### config.mk
export PLATFORM = sky130hd
export DESIGN_NAME = sphk_div_cell
export DESIGN_NICKNAME = d
export VERILOG_FILES = /design/src/sphk_pkg.sv /design/src/sphk_div_cell.sv
export SDC_FILE = /design/constraint.sdc
export NUM_CORES = 1
export LEC_CHECK = 0
export BUFFER_PORTS_ARGS = -buffer_cell sky130_fd_sc_hd__buf_2
export CORE_AREA = 2 2 281 283
export DETAILED_ROUTE_END_ITERATION = 10
export DIE_AREA = 0 0 283 285
export GPL_ROUTABILITY_DRIVEN = 1
export SYNTH_ARGS = -nofsm -noshare
export SYNTH_HDL_FRONTEND = slang
export SYNTH_SLANG_ARGS = --single-unit
### constraint.sdc
create_clock -name clk -period 3.8 [get_ports clk]
set_input_delay 0.76 -clock clk [delete_from_list [all_inputs] [get_ports clk]]
set_output_delay 0.76 -clock clk [all_outputs]
set_load 0.005 [all_outputs]
### src/sphk_pkg.sv
// sphk_pkg: shared widths, payload structs and register indexes for the
// cubic spline kernel core. No dependencies.
package sphk_pkg;

  // fixed-point format of positions, lengths and results
  localparam int FRAC_BITS = 16;

  // datapath widths
  localparam int POS_W      = 20;  // input coordinate
  localparam int AD_W       = 20;  // magnitude of a coordinate difference
  localparam int SQ_W       = 40;  // square of one difference
  localparam int R2_W       = 42;  // squared distance
  localparam int R_W        = 21;  // distance
  localparam int SQ_REM_W   = 24;  // square root partial remainder
  localparam int H_W        = 18;  // smoothing length
  localparam int INV_H_W    = 32;
  localparam int NORM_W     = 32;
  localparam int GCOEF_W    = 39;
  localparam int Q_W        = 37;  // q = r / h
  localparam int LA_W       = 23;  // |3r - 4h|
  localparam int DA_W       = 21;  // |r - 2h|
  localparam int T2_W       = 18;  // 2 - q
  localparam int T1_W       = 17;  // 1 - q
  localparam int U2_W       = 19;
  localparam int U1_W       = 17;
  localparam int C2_W       = 20;  // (2 - q)^3
  localparam int C1_W       = 17;  // (1 - q)^3
  localparam int P_W        = 26;  // (r - 2h)^2
  localparam int MI_W       = 27;  // inner gradient magnitude before scaling
  localparam int N_W        = 46;  // outer dividend, also quotient width
  localparam int POLY_W     = 20;
  localparam int WT_W       = 36;  // weight before padding to the port
  localparam int X_W        = 48;  // 3 * magnitude
  localparam int G_W        = 40;  // scaled magnitude, clamped at 2^39
  localparam int WEIGHT_W   = 39;
  localparam int GRAD_W     = 40;

  // configuration port
  localparam int CFG_IDX_W  = 2;
  localparam int CFG_DATA_W = 39;

  localparam logic [CFG_IDX_W-1:0] CFG_SMOOTH_LEN = 2'd0;
  localparam logic [CFG_IDX_W-1:0] CFG_INV_SMOOTH = 2'd1;
  localparam logic [CFG_IDX_W-1:0] CFG_NORM_COEF  = 2'd2;
  localparam logic [CFG_IDX_W-1:0] CFG_GRAD_COEF  = 2'd3;

  // one particle pair
  typedef struct packed {
    logic signed [POS_W-1:0] pos_a_x;
    logic signed [POS_W-1:0] pos_a_y;
    logic signed [POS_W-1:0] pos_a_z;
    logic signed [POS_W-1:0] pos_b_x;
    logic signed [POS_W-1:0] pos_b_y;
    logic signed [POS_W-1:0] pos_b_z;
  } in_item_t;

  // kernel weight and gradient
  typedef struct packed {
    logic        [WEIGHT_W-1:0] weight;
    logic signed [GRAD_W-1:0]   grad_x;
    logic signed [GRAD_W-1:0]   grad_y;
    logic signed [GRAD_W-1:0]   grad_z;
  } out_item_t;

endpackage

### src/sphk_div_cell.sv
// sphk_div_cell: one stage of the restoring divider chain, one quotient
// bit per cycle while en is high, for each of the three axes. Depends on sphk_pkg.
module sphk_div_cell #(
  parameter int SIDE_W = 1
) (
  input  logic                             clk,
  input  logic                             rst_n,
  input  logic                             en,
  input  logic                             vld_i,
  input  logic [2:0][sphk_pkg::N_W-1:0]    num_i,
  input  logic [2:0][sphk_pkg::R_W-1:0]    rem_i,
  input  logic [2:0][sphk_pkg::N_W-1:0]    quo_i,
  input  logic [sphk_pkg::R_W-1:0]         dvs_i,
  input  logic [SIDE_W-1:0]                side_i,
  output logic                             vld_o,
  output logic [2:0][sphk_pkg::N_W-1:0]    num_o,
  output logic [2:0][sphk_pkg::R_W-1:0]    rem_o,
  output logic [2:0][sphk_pkg::N_W-1:0]    quo_o,
  output logic [sphk_pkg::R_W-1:0]         dvs_o,
  output logic [SIDE_W-1:0]                side_o
);
  import sphk_pkg::*;

  logic [2:0][R_W:0]   rem_sh;
  logic [2:0]          ge;
  logic [2:0][R_W-1:0] rem_nxt;
  logic                vld_r;
  logic [2:0][N_W-1:0] num_r;
  logic [2:0][R_W-1:0] rem_r;
  logic [2:0][N_W-1:0] quo_r;
  logic [R_W-1:0]      dvs_r;
  logic [SIDE_W-1:0]   side_r;

  // shift in the next dividend bit and subtract where it fits
  always_comb begin
    for (int k = 0; k < 3; k++) begin
      rem_sh[k]  = {rem_i[k], num_i[k][N_W-1]};
      ge[k]      = (rem_sh[k] >= {1'b0, dvs_i});
      rem_nxt[k] = ge[k] ? R_W'(rem_sh[k] - {1'b0, dvs_i}) : rem_sh[k][R_W-1:0];
    end
  end

  // valid flag
  always_ff @(posedge clk) begin
    if (!rst_n) begin
      vld_r <= 1'b0;
    end else if (en) begin
      vld_r <= vld_i;
    end
  end

  // payload toward the next cell
  always_ff @(posedge clk) begin
    if (en) begin
      for (int k = 0; k < 3; k++) begin
        num_r[k] <= {num_i[k][N_W-2:0], 1'b0};
        quo_r[k] <= {quo_i[k][N_W-2:0], ge[k]};
      end
      rem_r  <= rem_nxt;
      dvs_r  <= dvs_i;
      side_r <= side_i;
    end
  end

  assign vld_o  = vld_r;
  assign num_o  = num_r;
  assign rem_o  = rem_r;
  assign quo_o  = quo_r;
  assign dvs_o  = dvs_r;
  assign side_o = side_r;

endmodule

==> metrics <==
DIE HEIGHT 285 um; largest net degree at the start of global routing between 90 and 100; Final HPWL DP ~42 mm; Tcrit/Tclk final 0.8525; number of remaining DRC errors 0; worst path buffer plus inverter count 4; DR vias 10910; setup ws final between 500 and 600 ps; vias in the first global route 11020; post-cts sizing count 0; slowest cell delay on critical path between 500 and 600 ps; final worst path period need 3239 ps; cells after synthesis around 900; Final setup viols 0; largest area contributor in the netlist edfxtp_1; placeable core region 77970 um2; Final Hold Fails 0; Ys Warns 0; Routed WL between 50 and 60 mm; CP Class primary input to flop; CTS clk-pin slew, worst paths about 60 ps; H-Tree Level Count 2; post-synthesis adder-cell area fraction 0.05799; Detailed Routing Iterations Pass 1 7; top-count cell post-synth edfxtp_1; non-filler cells, final 2801; CTS Root Cell clkbuf_16; Initial Util 0.1876; initial antenna violation count 18; syn avg cell area ~16 um2; Wirelength per Cell 18.83 um; Lkg Pwr 9.009 nW; worst slew pin tran 846.1 ps; most common cell type on the critical path nor3_1; RePlAce Congestion approximately 0.8; mux cell area share after synthesis 0.01959; CTS Buf Count 42; post-CTS setup buffers 0; port buffer count 720; Synth Area in XOR/XNOR 0.02934; TritonCTS clock tree yes; Slew Limit Fails 0; max frequency 0.3087 GHz; layout cells sized above 1 0.4940; CP top delay family simple AND/OR/NAND/NOR gates; Post-DRT Antenna Nets 0; Worst-Skew Late Latency 560 ps; Min-Delay Path Class primary input to flop; number of fill cells in the layout 8116; Synth area leaders edfxtp_1 73%, ha_1 5.4%, a21oi_1 2.9%; Worst Setup Start Kind primary input; post-synthesis simple-gate area fraction 0.05594; via/cell ratio 3.895; CP endpoint kind flop; Synth top area share 0.7349; Cell Chain, Critical Path buf_2 > inv_1 > ha_1 > nand3_1 > nor3_1 > buf_4 > nand4_1 > nor3_1 > a2111oi_0 > o21ai_0 > a41o_1 > buf_12 > mux2_2; relative slew slack 0.4308; GRT overflow 0; Critical R2R Launch vld_o$_SDFFE_PN0P_; arrival time of the worst setup path 3550 ps; Die Area 80660 um2; Die W 283 um; CP max FO 22; complex-gate fraction of the synthesized area 0.07998; Post-CTS Hold Fix Bufs 0; Async SR Flop Fraction 0; status complete, no violations; Netlist cell types 58; first-pass GRT wire length 74.20 mm; peak supply drop around 0.3 mV; I/O Pins 727; Worst setup startpoint dvs_i[19]; Hold Path Origin num_i[64]; All-Layer GR Usage 0.1243; CP required ~4000 ps; largest family of logic cells by synthesized area compound AO/OA/AOI/OAI gates; fin util 0.2727; sequential-to-total area share from yosys stat 0.7363; Syn-to-layout area delta 45.38%; worst r2r path cells 2; CTS Sinks 359; Rows around 100; ys flop type edfxtp_1; hold path depth 1; Placed Instances 2722; max cap viols 0; Post-synth EDFFs 358; Iteration-0 DRC Markers 429; Final Net Count 2147; synth cell count leaders 358 x edfxtp_1, 84 x a21oi_1, 73 x nor2_1, 63 x ha_1, 45 x inv_1; maximum clock path buffer count 3; RSZ-0062 raised after global routing no; Place WS -101.9 ps; synthesized flop and latch total 359; Levels on crit path 13; Critical-path top delay cell nor3_1; clk_skew 0 ps; Synth Cell Area ~15000 um2; pwr dens 493.7 nW/um2
sequential cells by signal, indices dropped and copies added (netlist names):
register  flops
quo_o       138
rem_o        63
num_o       135
side_o        1
vld_o         1
dvs_o        21
cell usage in the layout (no fill, tap or decap), types with 5 or more instances in the layout:
cell / synthesis / final
buf_4: 4 / 39
clkbuf_16: 0 / 42
o21a_1: 7 / 7
buf_12: 0 / 8
nor2_1: 73 / 73
nor3_1: 12 / 12
nand2b_1: 7 / 7
a21oi_1: 84 / 84
a21o_1: 16 / 16
nand4_1: 9 / 9
edfxtp_1: 358 / 358
clkinv_1: 0 / 11
buf_2: 4 / 719
ha_1: 63 / 63
xnor2_1: 34 / 34
nand3_1: 13 / 13
inv_1: 45 / 45
nand2_1: 23 / 23
o21bai_1: 11 / 11
nor2b_1: 14 / 14
mux2_2: 21 / 21
a211oi_1: 7 / 7
xor2_1: 15 / 15
o21ai_0: 23 / 23
clkinv_2: 0 / 5
through the flow:
| step | hold slack [ps] | setup TNS [ps] | instance area [um2] | power [mW] |
|---|---|---|---|---|
| 3_3_place_gp | 495.5 | -1128 | 19890 | 6.552 |
| 5_1_grt | 308.7 | 0 | 21260 | 10.98 |
| 4_1_cts | 294.9 | 0 | 21260 | 10.69 |
| 6_report | 354.6 | 0 | 21270 | 10.50 |
| 3_5_place_dp | 514.1 | -734.7 | 19890 | 6.565 |
| 2_1_floorplan | 507.3 | 0 | 14640 | 5.608 |
final timing paths:
check                         to  slack [ps]
min          num_o[65]$_DFFE_PP_         350
max          rem_o[25]$_DFFE_PP_         560
min reg2reg   vld_o$_SDFFE_PN0P_         520
max reg2reg   vld_o$_SDFFE_PN0P_        3200
worst reg2reg max path: stages, from the launching register on:
cell and delay (ps):
dfxtp_1 310, mux2i_1 130, nor2b_1 60
routing by layer:
layer	track usage	vias up	routed length (um)
met5	0	-	82
met2	0.2245	482	27270
met4	0.04295	12	1660
met3	0.04544	99	4545
li1	-	5109	-
met1	0.1331	5208	19180
layout make-up:
class,count,area [um2],share of cell area
tap,1050,1314,0.06178
timing repair buffer,767,4066,0.1912
clock inverter,29,299.0,0.01406
multi-input combinational,501,3571,0.1679
inverter,45,168.9,0.007943
antenna,4,10.01,0.0004707
sequential,359,10770,0.5065
clock buffer,46,1066,0.05013
kinds of logic (layout without fill, tap and decap cells):
group                      Yosys count  in the layout
DFF                                359            359
AOI/OAI and AO/OA                  186            186
and+or+nand+nor                    172            172
buffers and inverters               67            887
adders and majority gates           66             66
xor gates and xnor gates            49             49
muxes                               25             25
other                                1              7
where the power goes:
group          switching, mW  leakage, nW  internal [mW]
clock network           1.72        0.652           2.32
registers              0.103         3.51           4.79
logic                  0.845         4.84          0.726
total                   2.66         9.01           7.83
No activity file was read; power rests on OpenSTA's default activity.
