[config.mk]
export PLATFORM = sky130hd
export DESIGN_NAME = sphk_sqrt_cell
export DESIGN_NICKNAME = d
export VERILOG_FILES = /design/src/sphk_pkg.sv /design/src/sphk_sqrt_cell.sv
export SDC_FILE = /design/constraint.sdc
export NUM_CORES = 1
export LEC_CHECK = 0
export BUFFER_PORTS_ARGS = -buffer_cell sky130_fd_sc_hd__buf_2
export CAP_MARGIN = 20
export CORE_MARGIN = 5
export CORE_UTILIZATION = 43
export CTS_CLUSTER_DIAMETER = 80
export DETAILED_ROUTE_END_ITERATION = 10
export GPL_TIMING_DRIVEN = 0
export PLACE_DENSITY = 0.76
export SETUP_SLACK_MARGIN = 0.2
export SLEW_MARGIN = 15
export SYNTH_ARGS = -nofsm -noshare
export SYNTH_HDL_FRONTEND = slang
export SYNTH_SLANG_ARGS = --single-unit
[constraint.sdc]
create_clock -name clk -period 2.5 [get_ports clk]
set_clock_uncertainty 0.05 [all_clocks]
set_input_delay 0.5 -clock clk [delete_from_list [all_inputs] [get_ports clk]]
set_output_delay 0.5 -clock clk [all_outputs]
set_load 0.005 [all_outputs]
[src/sphk_pkg.sv]
// sphk_pkg: shared widths, payload structs and register indexes for the
// cubic spline kernel core. No dependencies.
package sphk_pkg;

  // fixed-point format of positions, lengths and results
  localparam int FRAC_BITS = 16;

  // datapath widths
  localparam int POS_W      = 20;  // input coordinate
  localparam int AD_W       = 20;  // magnitude of a coordinate difference
  localparam int SQ_W       = 40;  // square of one difference
  localparam int R2_W       = 42;  // squared distance
  localparam int R_W        = 21;  // distance
  localparam int SQ_REM_W   = 24;  // square root partial remainder
  localparam int H_W        = 18;  // smoothing length
  localparam int INV_H_W    = 32;
  localparam int NORM_W     = 32;
  localparam int GCOEF_W    = 39;
  localparam int Q_W        = 37;  // q = r / h
  localparam int LA_W       = 23;  // |3r - 4h|
  localparam int DA_W       = 21;  // |r - 2h|
  localparam int T2_W       = 18;  // 2 - q
  localparam int T1_W       = 17;  // 1 - q
  localparam int U2_W       = 19;
  localparam int U1_W       = 17;
  localparam int C2_W       = 20;  // (2 - q)^3
  localparam int C1_W       = 17;  // (1 - q)^3
  localparam int P_W        = 26;  // (r - 2h)^2
  localparam int MI_W       = 27;  // inner gradient magnitude before scaling
  localparam int N_W        = 46;  // outer dividend, also quotient width
  localparam int POLY_W     = 20;
  localparam int WT_W       = 36;  // weight before padding to the port
  localparam int X_W        = 48;  // 3 * magnitude
  localparam int G_W        = 40;  // scaled magnitude, clamped at 2^39
  localparam int WEIGHT_W   = 39;
  localparam int GRAD_W     = 40;

  // configuration port
  localparam int CFG_IDX_W  = 2;
  localparam int CFG_DATA_W = 39;

  localparam logic [CFG_IDX_W-1:0] CFG_SMOOTH_LEN = 2'd0;
  localparam logic [CFG_IDX_W-1:0] CFG_INV_SMOOTH = 2'd1;
  localparam logic [CFG_IDX_W-1:0] CFG_NORM_COEF  = 2'd2;
  localparam logic [CFG_IDX_W-1:0] CFG_GRAD_COEF  = 2'd3;

  // one particle pair
  typedef struct packed {
    logic signed [POS_W-1:0] pos_a_x;
    logic signed [POS_W-1:0] pos_a_y;
    logic signed [POS_W-1:0] pos_a_z;
    logic signed [POS_W-1:0] pos_b_x;
    logic signed [POS_W-1:0] pos_b_y;
    logic signed [POS_W-1:0] pos_b_z;
  } in_item_t;

  // kernel weight and gradient
  typedef struct packed {
    logic        [WEIGHT_W-1:0] weight;
    logic signed [GRAD_W-1:0]   grad_x;
    logic signed [GRAD_W-1:0]   grad_y;
    logic signed [GRAD_W-1:0]   grad_z;
  } out_item_t;

endpackage

[src/sphk_sqrt_cell.sv]
// sphk_sqrt_cell: one stage of the digit-by-digit square root chain,
// settles one root bit per cycle while en is high. Depends on sphk_pkg.
module sphk_sqrt_cell #(
  parameter int SIDE_W = 1
) (
  input  logic                          clk,
  input  logic                          rst_n,
  input  logic                          en,
  input  logic                          vld_i,
  input  logic [sphk_pkg::R2_W-1:0]     rad_i,
  input  logic [sphk_pkg::SQ_REM_W-1:0] rem_i,
  input  logic [sphk_pkg::R_W-1:0]      root_i,
  input  logic [SIDE_W-1:0]             side_i,
  output logic                          vld_o,
  output logic [sphk_pkg::R2_W-1:0]     rad_o,
  output logic [sphk_pkg::SQ_REM_W-1:0] rem_o,
  output logic [sphk_pkg::R_W-1:0]      root_o,
  output logic [SIDE_W-1:0]             side_o
);
  import sphk_pkg::*;

  logic [SQ_REM_W-1:0] rem_sh;
  logic [SQ_REM_W-1:0] trial;
  logic [SQ_REM_W-1:0] rem_nxt;
  logic                ge;
  logic                vld_r;
  logic [R2_W-1:0]     rad_r;
  logic [SQ_REM_W-1:0] rem_r;
  logic [R_W-1:0]      root_r;
  logic [SIDE_W-1:0]   side_r;

  // bring down two radicand bits and try the next root bit
  always_comb begin
    rem_sh  = {rem_i[SQ_REM_W-3:0], rad_i[R2_W-1 -: 2]};
    trial   = {{(SQ_REM_W-R_W-2){1'b0}}, root_i, 2'b01};
    ge      = (rem_sh >= trial);
    rem_nxt = ge ? (rem_sh - trial) : rem_sh;
  end

  // valid flag
  always_ff @(posedge clk) begin
    if (!rst_n) begin
      vld_r <= 1'b0;
    end else if (en) begin
      vld_r <= vld_i;
    end
  end

  // payload toward the next cell
  always_ff @(posedge clk) begin
    if (en) begin
      rad_r  <= {rad_i[R2_W-3:0], 2'b00};
      rem_r  <= rem_nxt;
      root_r <= {root_i[R_W-2:0], ge};
      side_r <= side_i;
    end
  end

  assign vld_o  = vld_r;
  assign rad_o  = rad_r;
  assign rem_o  = rem_r;
  assign root_o = root_r;
  assign side_o = side_r;

endmodule

==> results_dict.tcl <==
set metrics [dict create \
    vias 3435 \
    max_stage_delay_ns 0.34 \
    yosys_warnings 0 \
    tightest_slew_ns 0.5472 \
    drive_gt1_frac 0.4908 \
    cp-end-kind "flip-flop" \
    finalCritPeriodShare 0.9363 \
    startpoint "root_i[17]" \
    seq_power_share 0.499 \
    drt_iter0_drc 181 \
    synth-edff-count 86 \
    seq_area_frac_synth 0.6082 \
    path_common_cell "buf_8" \
    crit_arrival_ns 2.40 \
    min_from "rad_i[1]" \
    relSlewSlack 0.6352 \
    ir_drop_mv 0.3096 \
    rsz0062_at_grt "yes" \
    routedWlPerCell_um 17.22 \
    start_kind "primary input" \
    clk_latency_ns 0.36 \
    cts-buffers-inserted 9 \
    use_met1 0.2190 \
    overflow 0 \
    async_flop_share 0 \
    ff2ff_setup_slack_ns 1.85 \
    yosys.area.top_type_share 0.6035 \
    synth_seq_cells 87 \
    stdcell_area_um2 6002 \
    viasPerCell 5.066 \
    synthCells 343 \
    synth_cell_type_count 54 \
    cp_cell_sequence "buf_8 -> inv_4 -> ha_4 -> buf_8 -> a21oi_4 -> o21ai_2 -> a221o_1 -> a211oi_2 -> o21ai_4 -> buf_6 -> mux2_4" \
    use_met2 0.3278 \
    switching_share 0.2874 \
    gp_congestion 0.8573 \
    grt.busiest_layer "met2" \
    routed_wl_um 11680 \
    synthToLayoutAreaGrowth_pct 40.26 \
    ant_nets 0 \
    path_max_fanout 5 \
    setup_tns_ns 0 \
    global_route.usage.met3 0.04932 \
    start_util 0.4398 \
    synth_area_leaders "edfxtp_1 (60%), ha_1 (6.7%), a21oi_1 (4.4%)" \
    holdWs_ns 0.2600 \
    hold_class "in -> reg" \
    regToRegStartpoint "vld_o" \
    stdcell_count 678 \
    p_clk_frac 0.249 \
    final_util 0.6169 \
    place_area_um2 5603 \
    p_sw_mw 1.042 \
    cts.sinks 87 \
    power_mw 3.624 \
    root_buffer "clkbuf_8" \
    std_cell_rows 36 \
    grt_pass1_vias 3333 \
    hpwlAfterDp_um 8978 \
    first_pass_iters 4 \
    hold_buffers 0 \
    antenna_found_initial 1 \
    io_pins 181 \
    worst_slack_ns 0.1593 \
    cts_tree "built" \
    grt_max_degree 45 \
    cts.clk_slew.worst_paths_ns 0.10 \
    outcome "finished clean" \
    die_area_um2 12050 \
    hold_viol 0 \
    setup_viol 0 \
    p_leak_nw 2.552 \
    cp.required_ns 2.56 \
    post-place-ws_ns -0.4201 \
    drc_errors 0 \
    layout.nets 654 \
    fmax_mhz 427.2 \
    internal_power_mw 2.583 \
    yosys_most_used_dff "edfxtp_1" \
    layout_min_cycle_time_ns 2.341 \
    power.density_nw_per_um2 603.9 \
    core_um2 9729 \
    slew_violations 0 \
    die_h_um 109.8 \
    die_w_um 109.8 \
    grtUsageTotal 0.1846 \
    cpMaxStageDelayCell "a221o_1" \
    syn_area_um2 4279 \
    yosys.area.top_type "edfxtp_1" \
    critical_path_class "in -> reg" \
    clk_path_buf_depth 2 \
    cap_viol_max_count 0 \
    h-tree-depth 3 \
    grt_pass1_wl_um 16840 \
    avgSynthCellArea_um2 12.48 \
    io_buffers 176 \
    dpl.cell_count 654 \
    power_frac_comb 0.251 \
]
-- cell usage in the layout, fill, tap and decap left out, types with 5 or more instances in the layout --
master    synthesis  layout
inv_1            30      26
ha_4              0      13
nand2_1          23      20
o21ai_0          17      15
ha_1             23       6
buf_6             2       7
buf_2             5     173
nor2_1           25      25
o21a_1            6       6
edfxtp_1         86      86
a21oi_4           0       5
xor2_1           11      11
buf_4             2      10
a21oi_1          38      32
clkbuf_8          0       9
mux2_4            2       5
xnor2_1           8       8
-- repair_timing --
item	4_1_cts	5_1_grt
setup endpoints to repair	24	24
gates resized for setup	15	25
pin swaps	1	7
setup buffers	3	3
endpoints found under the hold margin	0	0
gates cloned	1	0
-- registers in the layout (all words and copies together), names as in the netlist --
register	count
rem_o	24
side_o	1
vld_o	1
rad_o	40
root_o	21
-- logic make-up after synthesis --
| family | after synthesis | synth area share |
|---|---|---|
| buf+inv | 40 | 0.04181 |
| compound gates | 90 | 0.1380 |
| simple gates | 74 | 0.08012 |
| flops | 87 | 0.6082 |
| mux | 9 | 0.02485 |
| other cells | 1 | 0.0008764 |
| fa+ha+maj | 23 | 0.06725 |
| xor+xnor | 19 | 0.03889 |
-- critical path: cells and delay by family --
kind,cells,cell delay [ns]
AO/OA/AOI/OAI,5,0.97
buffers and inverters,4,0.43
multiplexers,1,0.30
adder cells (fa/ha/maj),1,0.19
-- metal layers --
layer	wire [um]	part of all wire	vias up
li1	-	-	1661
met1	4705	0.40	1638
met2	5913	0.51	125
met3	925	0.079	11
met4	132	0.011	0
met5	0	0	-
-- area by class of cell --
cell class / count / area, um2
Antenna cell: 1 / 2.502
Buffer: 10 / 95.09
Clock buffer: 9 / 123.9
Clock inverter: 7 / 55.05
Fill cell: 822 / 3727
Inverter: 30 / 127.6
Multi-Input combinational cell: 217 / 1847
Sequential cell: 87 / 2603
Tap cell: 133 / 166.4
Timing Repair Buffer: 184 / 982.2
-- synthesized netlist by cell type (2+ instances only) --
library cell and instances:
buf_6 2, inv_1 30, a21oi_2 2, mux2i_1 2, nor4_1 2, a21o_1 3, o21bai_1 2, nor2b_1 2
and4_1 2, mux2_4 2, ha_1 23, a21oi_1 38, edfxtp_1 86, buf_2 5, o21a_1 6, nand2_1 23
mux2_1 3, mux2_2 2, nor2_1 25, xnor2_1 8, and2_1 2, o41ai_1 2, nand4_1 4, buf_4 2
nor3_1 4, o21ai_0 17, a221o_1 2, nand2b_1 3, nand3_1 4, xor2_1 11
-- power by group through the flow --
stage               logic [mW]  registers [mW]  clock network (mW)
CTS                      0.876            1.81               0.938
global route             0.996            1.82                1.01
finish                   0.911            1.81               0.904
floorplan                0.449            1.87                   0
detailed placement       0.842            1.84                   0
global placement         0.826            1.84                   0
-- worst paths after layout --
kind	to	cells past startpoint
worst max-delay path	rem_o[18]	11
worst min-delay path	rad_o[3]	1
worst max register to register	vld_o	2
worst min register to register	vld_o	2
(Power assumes the default switching activity.)
